$ cat config.mk
export PLATFORM = sky130hd
export DESIGN_NAME = mvt_column
export DESIGN_NICKNAME = d
export VERILOG_FILES = /design/src/design/mvt_pkg.sv /design/src/design/mvt_column.sv
export SDC_FILE = /design/constraint.sdc
export NUM_CORES = 1
export LEC_CHECK = 0
export BUFFER_PORTS_ARGS = -buffer_cell sky130_fd_sc_hd__buf_2
export CAP_MARGIN = 20
export CORE_MARGIN = 3
export CORE_UTILIZATION = 59
export DETAILED_ROUTE_END_ITERATION = 10
export PLACE_DENSITY = 0.94
export SLEW_MARGIN = 30
export SYNTH_ARGS = -nofsm -noshare
export SYNTH_HDL_FRONTEND = slang
export SYNTH_SLANG_ARGS = --single-unit
$ cat constraint.sdc
create_clock -name clock -period 3.56 [get_ports clock]
set_input_delay 0.178 -clock clock [delete_from_list [all_inputs] [get_ports clock]]
set_output_delay 0.178 -clock clock [all_outputs]
set_load 0.005 [all_outputs]
$ cat src/design/mvt_pkg.sv
// ----------------------------------------------------------------------------
// mvt_pkg
// Shared types, constants and width helpers for the 4x4 matrix-vector
// transform core.
// ----------------------------------------------------------------------------
package mvt_pkg;

   localparam int FIELD_WIDTH    = 32;
   localparam int CMD_WIDTH      = 2;
   localparam int GROUP_WIDTH    = 2;
   localparam int DIM            = 4;
   localparam int NUM_STAGES     = 6;
   localparam int DATA_WIDTH_DEF = 32;
   localparam int FRAC_BITS_DEF  = 16;

   typedef enum logic [CMD_WIDTH-1:0] {
      CMD_LOAD   = 2'd0,
      CMD_VECTOR = 2'd1,
      CMD_POINT  = 2'd2
   } cmd_type;

   // width that holds any exact product, including the point-mode shift
   function automatic int prod_width(input int dw, input int fb);
      return (2 * dw > dw + fb + 1) ? 2 * dw : dw + fb + 1;
   endfunction

endpackage

$ cat src/design/mvt_column.sv
// ----------------------------------------------------------------------------
// mvt_column
// Three-stage column reducer: pair sums, total plus rounding half, then
// shift, saturate and register the result.
// ----------------------------------------------------------------------------
module mvt_column #(
   parameter int DATA_WIDTH = mvt_pkg::DATA_WIDTH_DEF,
   parameter int FRAC_BITS  = mvt_pkg::FRAC_BITS_DEF
) (
   input  logic                         clock,
   input  logic [2:0]                   en,
   input  logic signed [mvt_pkg::prod_width(DATA_WIDTH, FRAC_BITS)-1:0] prod [mvt_pkg::DIM],
   output logic signed [DATA_WIDTH-1:0] result,
   output logic                         sat
);
   import mvt_pkg::*;

   localparam int PW = prod_width(DATA_WIDTH, FRAC_BITS);
   localparam int SW = PW + 2;
   localparam logic signed [SW-1:0] HALF = SW'(1) << (FRAC_BITS - 1);
   localparam logic signed [DATA_WIDTH-1:0] MAXV = {1'b0, {(DATA_WIDTH-1){1'b1}}};
   localparam logic signed [DATA_WIDTH-1:0] MINV = {1'b1, {(DATA_WIDTH-1){1'b0}}};

   logic signed [PW:0]           s01_ff, s23_ff;
   logic signed [SW-1:0]         tot_ff, tot_in;
   logic [SW-FRAC_BITS-DATA_WIDTH:0] top_bits;
   logic                         ovf;
   logic signed [DATA_WIDTH-1:0] res_ff, res_in;
   logic                         sat_ff;

   always_comb begin
      tot_in   = SW'(s01_ff) + SW'(s23_ff) + HALF;
      top_bits = tot_ff[SW-1:FRAC_BITS+DATA_WIDTH-1];
      ovf      = !((&top_bits) || (~|top_bits));
      if (ovf) begin
         res_in = tot_ff[SW-1] ? MINV : MAXV;
      end else begin
         res_in = tot_ff[FRAC_BITS+DATA_WIDTH-1:FRAC_BITS];
      end
   end

   always_ff @(posedge clock) begin
      if (en[0]) begin
         s01_ff <= (PW+1)'(prod[0]) + (PW+1)'(prod[1]);
         s23_ff <= (PW+1)'(prod[2]) + (PW+1)'(prod[3]);
      end
      if (en[1]) begin
         tot_ff <= tot_in;
      end
      if (en[2]) begin
         res_ff <= res_in;
         sat_ff <= ovf;
      end
   end

   assign result = res_ff;
   assign sat    = sat_ff;

endmodule
**Yosys cells after proc, flatten, opt, wreduce, memory -nomap -nowiden**

Index checks and enable logic that the tools add are counted.

- Register bits after elaboration: 229
- Bits in latches: 0
- RAM bits: 0
- Bits in read-only memories: 0
- Word-level logic and storage cells: 16
- Memories kept: 0

- $add $sub $neg: 4
- $mul: 0
- Div/mod/pow operators: 0
- $lt $le $gt $ge: 0
- Equal/unequal tests: 0
- Shift-type cells: 0
- Mux-type cells: 2
- Bitwise operators: 0
- Reductions and logical operators: 5

Operators by type and width:

| operator | count |
|---|---|
| $add 64x64->65 | 2 |
| $add 65x65->66 | 1 |
| $add 66x17->66 const B | 1 |
| $mux 32 | 2 |
| $reduce_and 19->1 | 1 |
| $reduce_or 19->1 | 1 |
| $logic_not 1->1 | 2 |
| $logic_or 1x1->1 | 1 |

**Logic depth before layout (Yosys ltp)**

- Depth in word-level cells: 4
- Mapped depth: 14

**Worst setup path before layout**

OpenSTA, ideal clock, no wires.

- Path type: register to register
- Start point: register s01_ff[18]
- End point: register tot_ff[59], data pin
- Arrival time: 2.991 ns
- Required time: 3.297 ns
- Slack: 0.307 ns
- Cell stages (with the launch flop): 13
- Path buffers: 0
- Period minus slack after synthesis: 3.253 ns
- Cells stage by stage: edfxtp_1 > ha_1 > ha_1 > a21o_1 > a211o_1 > a2111oi_2 > a21oi_4 > a221oi_4 > o41ai_2 > a21oi_2 > o21ai_2 > a21boi_2 > xnor2_1

- Longest elaborated chain between the ends: 2

Ends and longest elaborated chain:

| what | line | source |
|---|---|---|
| start, declared | mvt_column.sv:24 | `logic signed [PW:0] s01_ff, s23_ff;` |
| start signal, assigned | mvt_column.sv:44 | `s01_ff <= (PW+1)'(prod[0]) + (PW+1)'(prod[1]);` |
| $add 65x65->66 | mvt_column.sv:32 | `tot_in = SW'(s01_ff) + SW'(s23_ff) + HALF;` |
| $add 66x17->66 | mvt_column.sv:32 |  |
| net tot_in[59] | mvt_column.sv:25 | `logic signed [SW-1:0] tot_ff, tot_in;` |
| end signal, assigned | mvt_column.sv:48 | `tot_ff <= tot_in;` |
| end, declared | mvt_column.sv:25 |  |

The timed path passes the listed nets, and every way through them passes these cells.
A chain may end at the register's enable or synchronous reset.

**Final worst setup path**

- Start point: register s01_ff[18]
- End point: register tot_ff[57], data pin

The elaborated chain is that of the path after synthesis.

==> results.yml <==
route:
  avgViaCountPerCell: 6.40
  vias: 16688
  wl_met1_mm: 23.6
  drtPass1Iterations: 5
  drc: 0
  wl_met2_mm: 23.8
  wl_met3_mm: 4.39
  ant_nets: 0
  top_layer_used: "met5"
  routed_wl_mm: 53.2
  drtIter0Drc: 1624
  wl_per_cell_um: 20.4
power:
  p_int_w: 0.00744
  p_clk_frac: 0.210
  switching_share: 0.375
  pwr-share-seq: 0.334
  vdd_drop_max_mv: 0.324
  power.leakage_nw: 9.65
  p_per_area_nw_per_um2: 557
  switchingPower_w: 0.00448
  combPwrFrac: 0.457
clock_tree:
  cts_max_level: 1
  clockRootBuffer: "clkbuf_16"
  clk_pin_slew_ns: 0.06
  clock_sinks: 213
  cts_tree: "built"
  cts_buffer_depth: 3
  cts_buffers: 22
  clkLatencyLatePin_ns: 0.51
synth:
  synth_edf_count: 213
  yosysSeqAreaShare: 0.346
  syn_inst: 1916
  synth-async-reset-ratio: 0
  synth_cell_types: 90
  synth_nets: 2433
  syn-cell-area_um2: 18500
  synth_seq_cells: 213
  yosysWarnings: 0
  ys.flop_type: "edfxtp_1"
  syn_area_per_cell_um2: 9.64
sta:
  min_period_over_period: 0.964
  worst_pin_slew_ns: 0.757
  fin_setup_tns_ns: 0
  final_hold_viol_count: 0
  fin_skew_ns: 0.0127
  slew_violations: 0
  setup_violations: 0
  slew_headroom: 0.495
  fmax_mhz: 291
  min_period_ns: 3.43
grt:
  grt_max_degree: 61
  antenna_found_initial: 5
  grt_overflow_total: 0
  grtUsageTotal: 0.303
  grt_first_pass_wirelength_mm: 82.1
  grt_pass1_vias: 15478
setup_path:
  end_kind: "flop"
  cpPeakStageDelay_ns: 0.38
  worst-path-max-fanout: 5
  critPathLaunchType: "flop"
  path_buf_inv: 0
  crit_slowest_cell: "a2111oi_4"
  crit_family: "compound AO/OA/AOI/OAI gates"
  critPathRequiredTime_ns: 3.81
  arrival_ns: 3.68
  worstSetupPathType: "flop to flop"
  crit_chain: "ha_1, ha_1, a21o_1, a211o_1, a2111oi_4, a21oi_4, a31oi_4, o41a_4, o21ai_4, a31oi_4, o21ai_1, xor2_1"
floorplan:
  fp.dieH_um: 183
  num_rows: 64
  io_pins: 293
  dieWidth_um: 183
  die_area_um2: 33500
  core_um2: 30700
  initial_core_util: 0.601
placement:
  place_inst: 2562
  hpwlAfterDp_mm: 43.6
  port_buffers: 292
  gp_congestion: 1.04
final_layout:
  multi_input_area_um2: 11600
  regArea_um2: 6400
  final_common_cell: "buf_2"
  final_cell_mix: "291 x buf_2, 251 x ha_1, 220 x a21oi_1"
  fin_nets: 2714
  areaGrowthSynthToFinish_pct: 15.8
  fill_cells: 2273
  final_cells: 2609
  layout-drive-gt1-share: 0.193
job:
  max-cap-violations: 0
run_status:
  status: "completed"
hold_path:
  hold_class: "input port to flop"
-- timing repair --
action / in CTS / in global routing
pin swaps: 0 / 7
setup buffers: 0 / 3
endpoints found under the setup margin: 1 / 23
resized for setup: 1 / 21
hold buffers: 4 / 0
cloned: 0 / 0
endpoints found under the hold margin: 2 / 0
-- cells in the mapped netlist, types with 8 or more instances --
| cell | count | area (um2) |
|---|---|---|
| nor2_1 | 88 | 330 |
| a31oi_1 | 21 | 131 |
| buf_2 | 9 | 45.0 |
| and2_1 | 8 | 50.1 |
| edfxtp_1 | 213 | 6400 |
| o211ai_1 | 19 | 143 |
| inv_1 | 69 | 259 |
| xor2_1 | 67 | 587 |
| nor4_1 | 9 | 56.3 |
| ha_1 | 255 | 3190 |
| clkbuf_1 | 67 | 251 |
| nand4_1 | 68 | 425 |
| o31ai_1 | 8 | 60.1 |
| a21oi_1 | 223 | 1120 |
| o21ai_1 | 13 | 65.1 |
| o21bai_1 | 36 | 270 |
| a21o_1 | 132 | 991 |
| o21a_1 | 15 | 113 |
| nor2b_1 | 13 | 81.3 |
| nand2b_1 | 11 | 68.8 |
| nor3_1 | 29 | 145 |
| a211oi_1 | 18 | 135 |
| o21ai_0 | 97 | 485 |
| nand2_1 | 138 | 518 |
| nand3_1 | 28 | 140 |
| xnor2_1 | 100 | 876 |
| and3_1 | 13 | 81.3 |
-- routing by layer --
layer  track usage  up-vias
met2         0.476      875
met5             0        -
met1         0.453     7841
met4        0.0801        2
li1              -     7879
met3        0.0298       91
-- through the flow --
stage                     worst slack, ns  area, um2  utilization  hold slack (ns)  total power, W
final                               0.129      21400        0.695           0.0333          0.0119
after global routing              -0.0237      21400        0.695           0.0355          0.0126
after CTS                          0.0117      21300        0.691           0.0199          0.0117
after detailed placement          0.00975      20400        0.664            0.474         0.00919
after global placement              0.118      20400        0.664            0.483         0.00898
after floorplan                     0.307      18500            -            0.290         0.00756
-- cells by family after synthesis --
family | Yosys count | synth area share
xor gates and xnor gates | 167 | 0.0792
and+or+nand+nor | 447 | 0.120
DFF | 213 | 0.346
AOI/OAI and AO/OA | 682 | 0.247
muxes | 3 | 0.00163
buffers and inverters | 147 | 0.0306
adders and majority gates | 257 | 0.175
-- final cells by class --
| class | count | share of cell area |
|---|---|---|
| Sequential cell | 213 | 0.299 |
| Timing Repair Buffer | 335 | 0.0846 |
| Tap cell | 396 | 0.0232 |
| Clock buffer | 23 | 0.0269 |
| Multi-Input combinational cell | 1556 | 0.544 |
| Inverter | 69 | 0.0121 |
| Clock inverter | 16 | 0.00995 |
| Antenna cell | 1 | 0.000117 |
-- final timing paths --
| kind | startpoint | cells after the start | slack (ns) | to |
|---|---|---|---|---|
| worst max register to register | s01_ff[18] | 12 | 0.13 | tot_ff[57] |
| worst max-delay path | s01_ff[18] | 12 | 0.13 | tot_ff[57] |
| worst min register to register | tot_ff[28] | 1 | 0.53 | result[12] |
| worst min-delay path | prod[65] | 2 | 0.03 | s23_ff[1] |
-- flip-flops by register name (all words and copies together) (netlist names) --
name and cells:
s23_ff 65, result 32, sat 1, s01_ff 65
tot_ff 50
-- power groups by stage --
stage	combinational [W]	sequential (W)	clock [W]
after floorplan	0.00369	0.00387	0
after global placement	0.00502	0.00396	0
after detailed placement	0.00517	0.00401	0
after CTS	0.00525	0.00397	0.00253
after global routing	0.00596	0.00402	0.00263
final	0.00544	0.00398	0.00250
(Power assumes the default switching activity.)
