## src/design/mvt_pkg.sv

```systemverilog
// ----------------------------------------------------------------------------
// mvt_pkg
// Shared types, constants and width helpers for the 4x4 matrix-vector
// transform core.
// ----------------------------------------------------------------------------
package mvt_pkg;

   localparam int FIELD_WIDTH    = 32;
   localparam int CMD_WIDTH      = 2;
   localparam int GROUP_WIDTH    = 2;
   localparam int DIM            = 4;
   localparam int NUM_STAGES     = 6;
   localparam int DATA_WIDTH_DEF = 32;
   localparam int FRAC_BITS_DEF  = 16;

   typedef enum logic [CMD_WIDTH-1:0] {
      CMD_LOAD   = 2'd0,
      CMD_VECTOR = 2'd1,
      CMD_POINT  = 2'd2
   } cmd_type;

   // width that holds any exact product, including the point-mode shift
   function automatic int prod_width(input int dw, input int fb);
      return (2 * dw > dw + fb + 1) ? 2 * dw : dw + fb + 1;
   endfunction

endpackage

```

## src/design/mvt_mult.sv

```systemverilog
// ----------------------------------------------------------------------------
// mvt_mult
// Three-stage signed multiplier: half-width partial products, cross-term
// merge, final product. In point mode the product is the entry shifted up
// by the fraction width.
// ----------------------------------------------------------------------------
module mvt_mult #(
   parameter int DATA_WIDTH = mvt_pkg::DATA_WIDTH_DEF,
   parameter int FRAC_BITS  = mvt_pkg::FRAC_BITS_DEF
) (
   input  logic                                  clock,
   input  logic [2:0]                            en,
   input  logic signed [DATA_WIDTH-1:0]          a,
   input  logic signed [DATA_WIDTH-1:0]          b,
   input  logic                                  point,
   output logic signed [mvt_pkg::prod_width(DATA_WIDTH, FRAC_BITS)-1:0] product
);
   import mvt_pkg::*;

   localparam int PW = prod_width(DATA_WIDTH, FRAC_BITS);
   localparam int H  = (DATA_WIDTH + 1) / 2;
   localparam int HI = DATA_WIDTH - H;
   localparam int CW = DATA_WIDTH + 2;

   logic signed [HI-1:0]       ah, bh;
   logic        [H-1:0]        al, bl;

   logic signed [2*HI-1:0]     hh_ff, hh_in;
   logic signed [HI+H:0]       hl_ff, hl_in;
   logic signed [HI+H:0]       lh_ff, lh_in;
   logic        [2*H-1:0]      ll_ff, ll_in;
   logic signed [DATA_WIDTH-1:0] a1_ff, a2_ff;
   logic                       pt1_ff, pt2_ff;

   logic signed [CW-1:0]       cross_ff, cross_in;
   logic [2*DATA_WIDTH-1:0]    full_ff;
   logic signed [PW-1:0]       prod_ff, prod_in;

   assign ah = a[DATA_WIDTH-1:H];
   assign al = a[H-1:0];
   assign bh = b[DATA_WIDTH-1:H];
   assign bl = b[H-1:0];

   always_comb begin
      hh_in    = ah * bh;
      hl_in    = ah * $signed({1'b0, bl});
      lh_in    = $signed({1'b0, al}) * bh;
      ll_in    = al * bl;
      cross_in = CW'(hl_ff) + CW'(lh_ff);
      if (pt2_ff) begin
         prod_in = PW'(a2_ff) <<< FRAC_BITS;
      end else begin
         prod_in = PW'($signed(full_ff)) + (PW'(cross_ff) <<< H);
      end
   end

   always_ff @(posedge clock) begin
      if (en[0]) begin
         hh_ff  <= hh_in;
         hl_ff  <= hl_in;
         lh_ff  <= lh_in;
         ll_ff  <= ll_in;
         a1_ff  <= a;
         pt1_ff <= point;
      end
      if (en[1]) begin
         cross_ff <= cross_in;
         full_ff  <= {hh_ff, ll_ff};
         a2_ff    <= a1_ff;
         pt2_ff   <= pt1_ff;
      end
      if (en[2]) begin
         prod_ff <= prod_in;
      end
   end

   assign product = prod_ff;

endmodule

```

## config.mk

```make
export PLATFORM = sky130hd
export DESIGN_NAME = mvt_mult
export DESIGN_NICKNAME = d
export VERILOG_FILES = /design/src/design/mvt_pkg.sv /design/src/design/mvt_mult.sv
export SDC_FILE = /design/constraint.sdc
export NUM_CORES = 2
export LEC_CHECK = 0
export ABC_CLOCK_PERIOD_IN_PS = 22000
export BUFFER_PORTS_ARGS = -buffer_cell sky130_fd_sc_hd__buf_2
export CAP_MARGIN = 10
export CORE_MARGIN = 10
export CORE_UTILIZATION = 47
export CTS_BUF_LIST = sky130_fd_sc_hd__clkbuf_8
export CTS_CLUSTER_SIZE = 12
export DETAILED_ROUTE_END_ITERATION = 7
export SLEW_MARGIN = 0
export SYNTH_ARGS = -nofsm -noshare
export SYNTH_HDL_FRONTEND = slang
export SYNTH_SLANG_ARGS = --single-unit
```

## constraint.sdc

```tcl
create_clock -name clock -period 22 [get_ports clock]
set_input_delay 6.6 -clock clock [delete_from_list [all_inputs] [get_ports clock]]
set_output_delay 6.6 -clock clock [all_outputs]
set_load 0.05 [all_outputs]
```

======== Yosys cells after proc, flatten, opt, wreduce, memory -nomap -nowiden ========
Index checks and enable logic that the tools add are counted.
storage, ports and cells
  flip-flop bits (word level) ............. 358
  input port bits ......................... 69
  output and inout port bits .............. 64
  word-level logic and storage cells ...... 19
cells by class
  $add $sub $neg .......................... 2
  $mul .................................... 4
  multiplexer cells ....................... 1
operators by type and width
  operator        number
  $add 64x50->64  1
  $mul 16x16->32  2
  $mux 64         1
  $add 33x33->34  1
  $mul 16x17->33  1
  $mul 17x16->33  1

======== Longest topological paths before layout ========
  depth in word-level cells ............... 2
  depth in mapped cells ................... 24
  mapped depth without buffers ............ 23

======== Worst setup path before layout ========
OpenSTA, ideal clock, no wires.
  kind .................................... input-to-reg
  start ................................... in a[31]
  end ..................................... reg hh_ff[31] (data pin)
  setup time .............................. 167 ps
  arrival ................................. 12,450 ps
  data required time ...................... 21,833 ps
  setup slack ............................. 9,383 ps
  stages .................................. 21
  path buffers ............................ 1
  cells stage by stage .................... clkbuf_1 -> and2_1 -> inv_1 -> fa_1 -> inv_1 -> fa_1 -> inv_1 -> fa_1 -> fa_1 -> fa_1 -> fa_1 -> inv_1 -> ha_1 -> a21o_1 -> a21o_1 -> a21oi_1 -> o21bai_1 -> a2111oi_0 -> nor2_1 -> a211o_1 -> a211oi_1
between the ends
  word-level cells in the longest chain between the ends .. 1
ends and longest elaborated chain
  item                  line            RTL
  from (decl)           mvt_mult.sv:13  input logic signed [DATA_WIDTH-1:0] a,
  $mul 16x16->32        mvt_mult.sv:45  hh_in = ah * bh;
  via hh_in[31]         mvt_mult.sv:28  logic signed [2*HI-1:0] hh_ff, hh_in;
  to (signal assigned)  mvt_mult.sv:59  hh_ff <= hh_in;
  to (decl)             mvt_mult.sv:28
The timed path passes the listed nets, and every way through them passes these cells.
A chain may end at the register's enable or synchronous reset.

======== Worst setup path in the final report ========
  start ................................... in b[21]
  end ..................................... reg hh_ff[31] (data pin)
between the ends
  word-level cells in the longest chain between the ends .. 1
ends and longest elaborated chain
  item            line            RTL
  from (decl)     mvt_mult.sv:14  input logic signed [DATA_WIDTH-1:0] b,
  $mul 16x16->32  mvt_mult.sv:45
  via hh_in[31]   mvt_mult.sv:28
The timed path passes the listed nets, and every way through them passes these cells.

==> summary.md <==
| Metric | Value |
|---|---|
| Status | finished, final reports clean |
| Avg Inst Size Synth | 9.951 um2 |
| Initial core utilization | 47.22% |
| CP arrival | 13.54 ns |
| Via density | 5.295 |
| Area of the core | 108600 um2 |
| Layout cells sized above 1 | 5.258% |
| Top cells by area, synth | fa_1, edfxtp_1, ha_1 |
| Worst r2r src | hl_ff[0]$_DFFE_PP_ |
| Setup_tns | 0 ns |
| Util after Layout | 50.10% |
| RSZ-0062 raised after global routing | false |
| Gates resized, CTS repair | 0 |
| Vias in the first global route | 36850 |
| Clock Latency Late Sink | 0.70 ns |
| Final Cycle Share | 59.17% |
| # rows | 121 |
| Clock transition at path regs | 0.06 ns |
| FMAX | 0.07682 GHz |
| Worst-path fanout max | 32 |
| H-Tree Depth | 3 |
| WS Path Type | in2reg |
| Relative slew slack | 33.48% |
| Routed wire length | 128800 um |
| #FFs+latches synth | 358 |
| Final setup viols | 0 |
| Post-Syn Area | 51260 um2 |
| Tmin final | 13.02 ns |
| Clk root buf | clkbuf_8 |
| Vias | 35090 |
| Initial antenna violation count | 10 |
| Synth top area share | 33.04% |
| Hold EP | a2_ff[13]$_DFFE_PP_ |
| TritonCTS Sinks | 358 |
| Post-Syn Instances | 5151 |
| Clk buf depth | 3 |
| Hold WS | 0.3980 ns |
| DR iter-0 viols | 2293 |
| Ys async rst share | 0% |
| Worst slew pin tran | 0.9978 ns |
| Internal reg-to-reg setup slack | 17.53 ns |
| Drt first pass iters | 6 |
| Post-synth cell types | 72 |
| DIE HEIGHT | 350.2 um |
| Hold Path Stages | 0 |
| Reg2reg path depth | 12 |
| Antenna Violating Nets Remaining | 0 |
| Worst r2r dst | cross_ff[32]$_DFFE_PP_ |
| Clk_skew | 0.06809 ns |
| Most used flip-flop cell after synthesis | edfxtp_1 |
| Average wire per standard cell | 19.43 um |
| Largest net degree at the start of global routing | 75 |
| First-pass GRT wire length | 207300 um |
| Required @ worst endpoint | 22.52 ns |
| Tightest Hold Check Type | reg2reg |
| Chip width | 350.2 um |
| Die area | 122700 um2 |
| Seq/Total Area, Yosys | 20.97% |
| Startpoint types | input port |
| Hold path startpoint | a1_ff[13]$_DFFE_PP_ |
| IO Count | 133 |
| Synth area leader | fa_1 |
| Final net count | 6589 |
| PortBufs | 132 |
| Number of synthesized flops with an enable pin | 358 |
| TritonCTS clock tree | done |
| GRT Overall Usage | 21.64% |
| Fin. max-slew vios | 0 |
| Final hold violations | 0 |
| Yosys warnings | 0 |
| CTS Buf Count | 66 |
| Placer Congestion | 0.9082 |
| Grt ovf | 0 |
| Syn_nets | 6576 |
| Setup bufs post-CTS | 0 |
| Hold_buf cts | 0 |
| CP endpoint kind | register |
| Area Growth Syn to Fin | 6.090% |
| DRC viols | 0 |
| Max-cap violations | 0 |
| DP HPWL | 96150 um |
layout make-up:
class | instances | area (um2)
Antenna cell | 3 | 7.507
Inverter | 1017 | 3817
Sequential cell | 358 | 10750
Fill cell | 10110 | 54170
Multi-Input combinational cell | 3563 | 35890
Timing Repair Buffer | 158 | 868.3
Clock inverter | 46 | 326.6
Tap cell | 1414 | 1769
Clock buffer | 69 | 949.7
cells in the final DEF, fill, tap and decap left out, types with 36 or more instances in the layout:
cell type	count
a21o_1	96
a21oi_1	157
and2_1	489
buf_2	130
clkbuf_8	69
edfxtp_1	358
fa_1	846
ha_1	510
inv_1	1030
nand2_1	616
nor2_1	117
nor2b_1	42
nor3_1	37
o21ai_0	110
o21bai_1	36
xnor2_1	113
xor2_1	57
layer usage:
metal / share of wire (%) / global-route usage [%]
met1: 46 / 30.62
met2: 44 / 33.72
met3: 6.7 / 3.921
met4: 3.0 / 6.625
met5: 0.034 / 0
kinds of logic after synthesis:
family / synth area share [%]
AND/OR/NAND/NOR: 14.12
adder cells (fa/ha/maj): 45.49
buffers and inverters: 9.007
AO/OA/AOI/OAI: 7.447
flip-flops: 20.97
XOR/XNOR: 2.905
multiplexers: 0.06102
cells in the mapped netlist, types with 36 or more instances:
cell type and count:
o21ai_0 110, edfxtp_1 358, xnor2_1 113, and2_1 489
xor2_1 57, nor3_1 37, fa_1 846, clkbuf_1 213
a21oi_1 157, ha_1 510, nor2b_1 42, o21bai_1 36
nand2_1 616, inv_1 1016, nor2_1 117, a21o_1 96
state kept, by name (all words and copies together) (netlist names):
register and count:
a1_ff 32, a2_ff 32, cross_ff 34, full_ff 64, hh_ff 32, hl_ff 33
lh_ff 33, ll_ff 32, product 64, pt1_ff 1, pt2_ff 1
stage by stage:
| step | setup slack, ns | instance area [um2] | instances |
|---|---|---|---|
| 2_1_floorplan | 9.383 | 51260 | 5151 |
| 3_3_place_gp | 8.516 | 53100 | 6510 |
| 3_5_place_dp | 8.288 | 53100 | 6510 |
| 4_1_cts | 9.047 | 54370 | 6625 |
| 5_1_grt | 8.497 | 54380 | 6627 |
| 6_report | 8.982 | 54380 | 6628 |
worst max path at each step:
| stage | start | endpoint | cells past startpoint |
|---|---|---|---|
| after global routing | b[21] | hh_ff[31]$_DFFE_PP_ | 21 |
| after detailed placement | b[21] | hh_ff[31]$_DFFE_PP_ | 21 |
| after global placement | b[21] | hh_ff[31]$_DFFE_PP_ | 21 |
| after floorplan | a[31] | hh_ff[31]$_DFFE_PP_ | 21 |
| after CTS | b[21] | hh_ff[31]$_DFFE_PP_ | 21 |
| final | b[21] | hh_ff[31]$_DFFE_PP_ | 21 |
critical path, stage by stage:
cell and delay, ns:
buf_2 0.64, and2_1 0.27, inv_1 0.07, fa_1 0.53, inv_1 0.07, fa_1 0.79
inv_1 0.12, fa_1 0.51, fa_1 0.57, fa_1 0.43, fa_1 0.49, inv_1 0.04
ha_1 0.37, a21o_1 0.19, a21o_1 0.16, a21oi_1 0.18, o21bai_1 0.09, a2111oi_0 0.79
nor2_1 0.11, a211o_1 0.29, a211oi_1 0.20
Power is left out: the tool's default activity adds up to more than one toggle a clock period on the data nets, which glitch-free logic cannot reach.
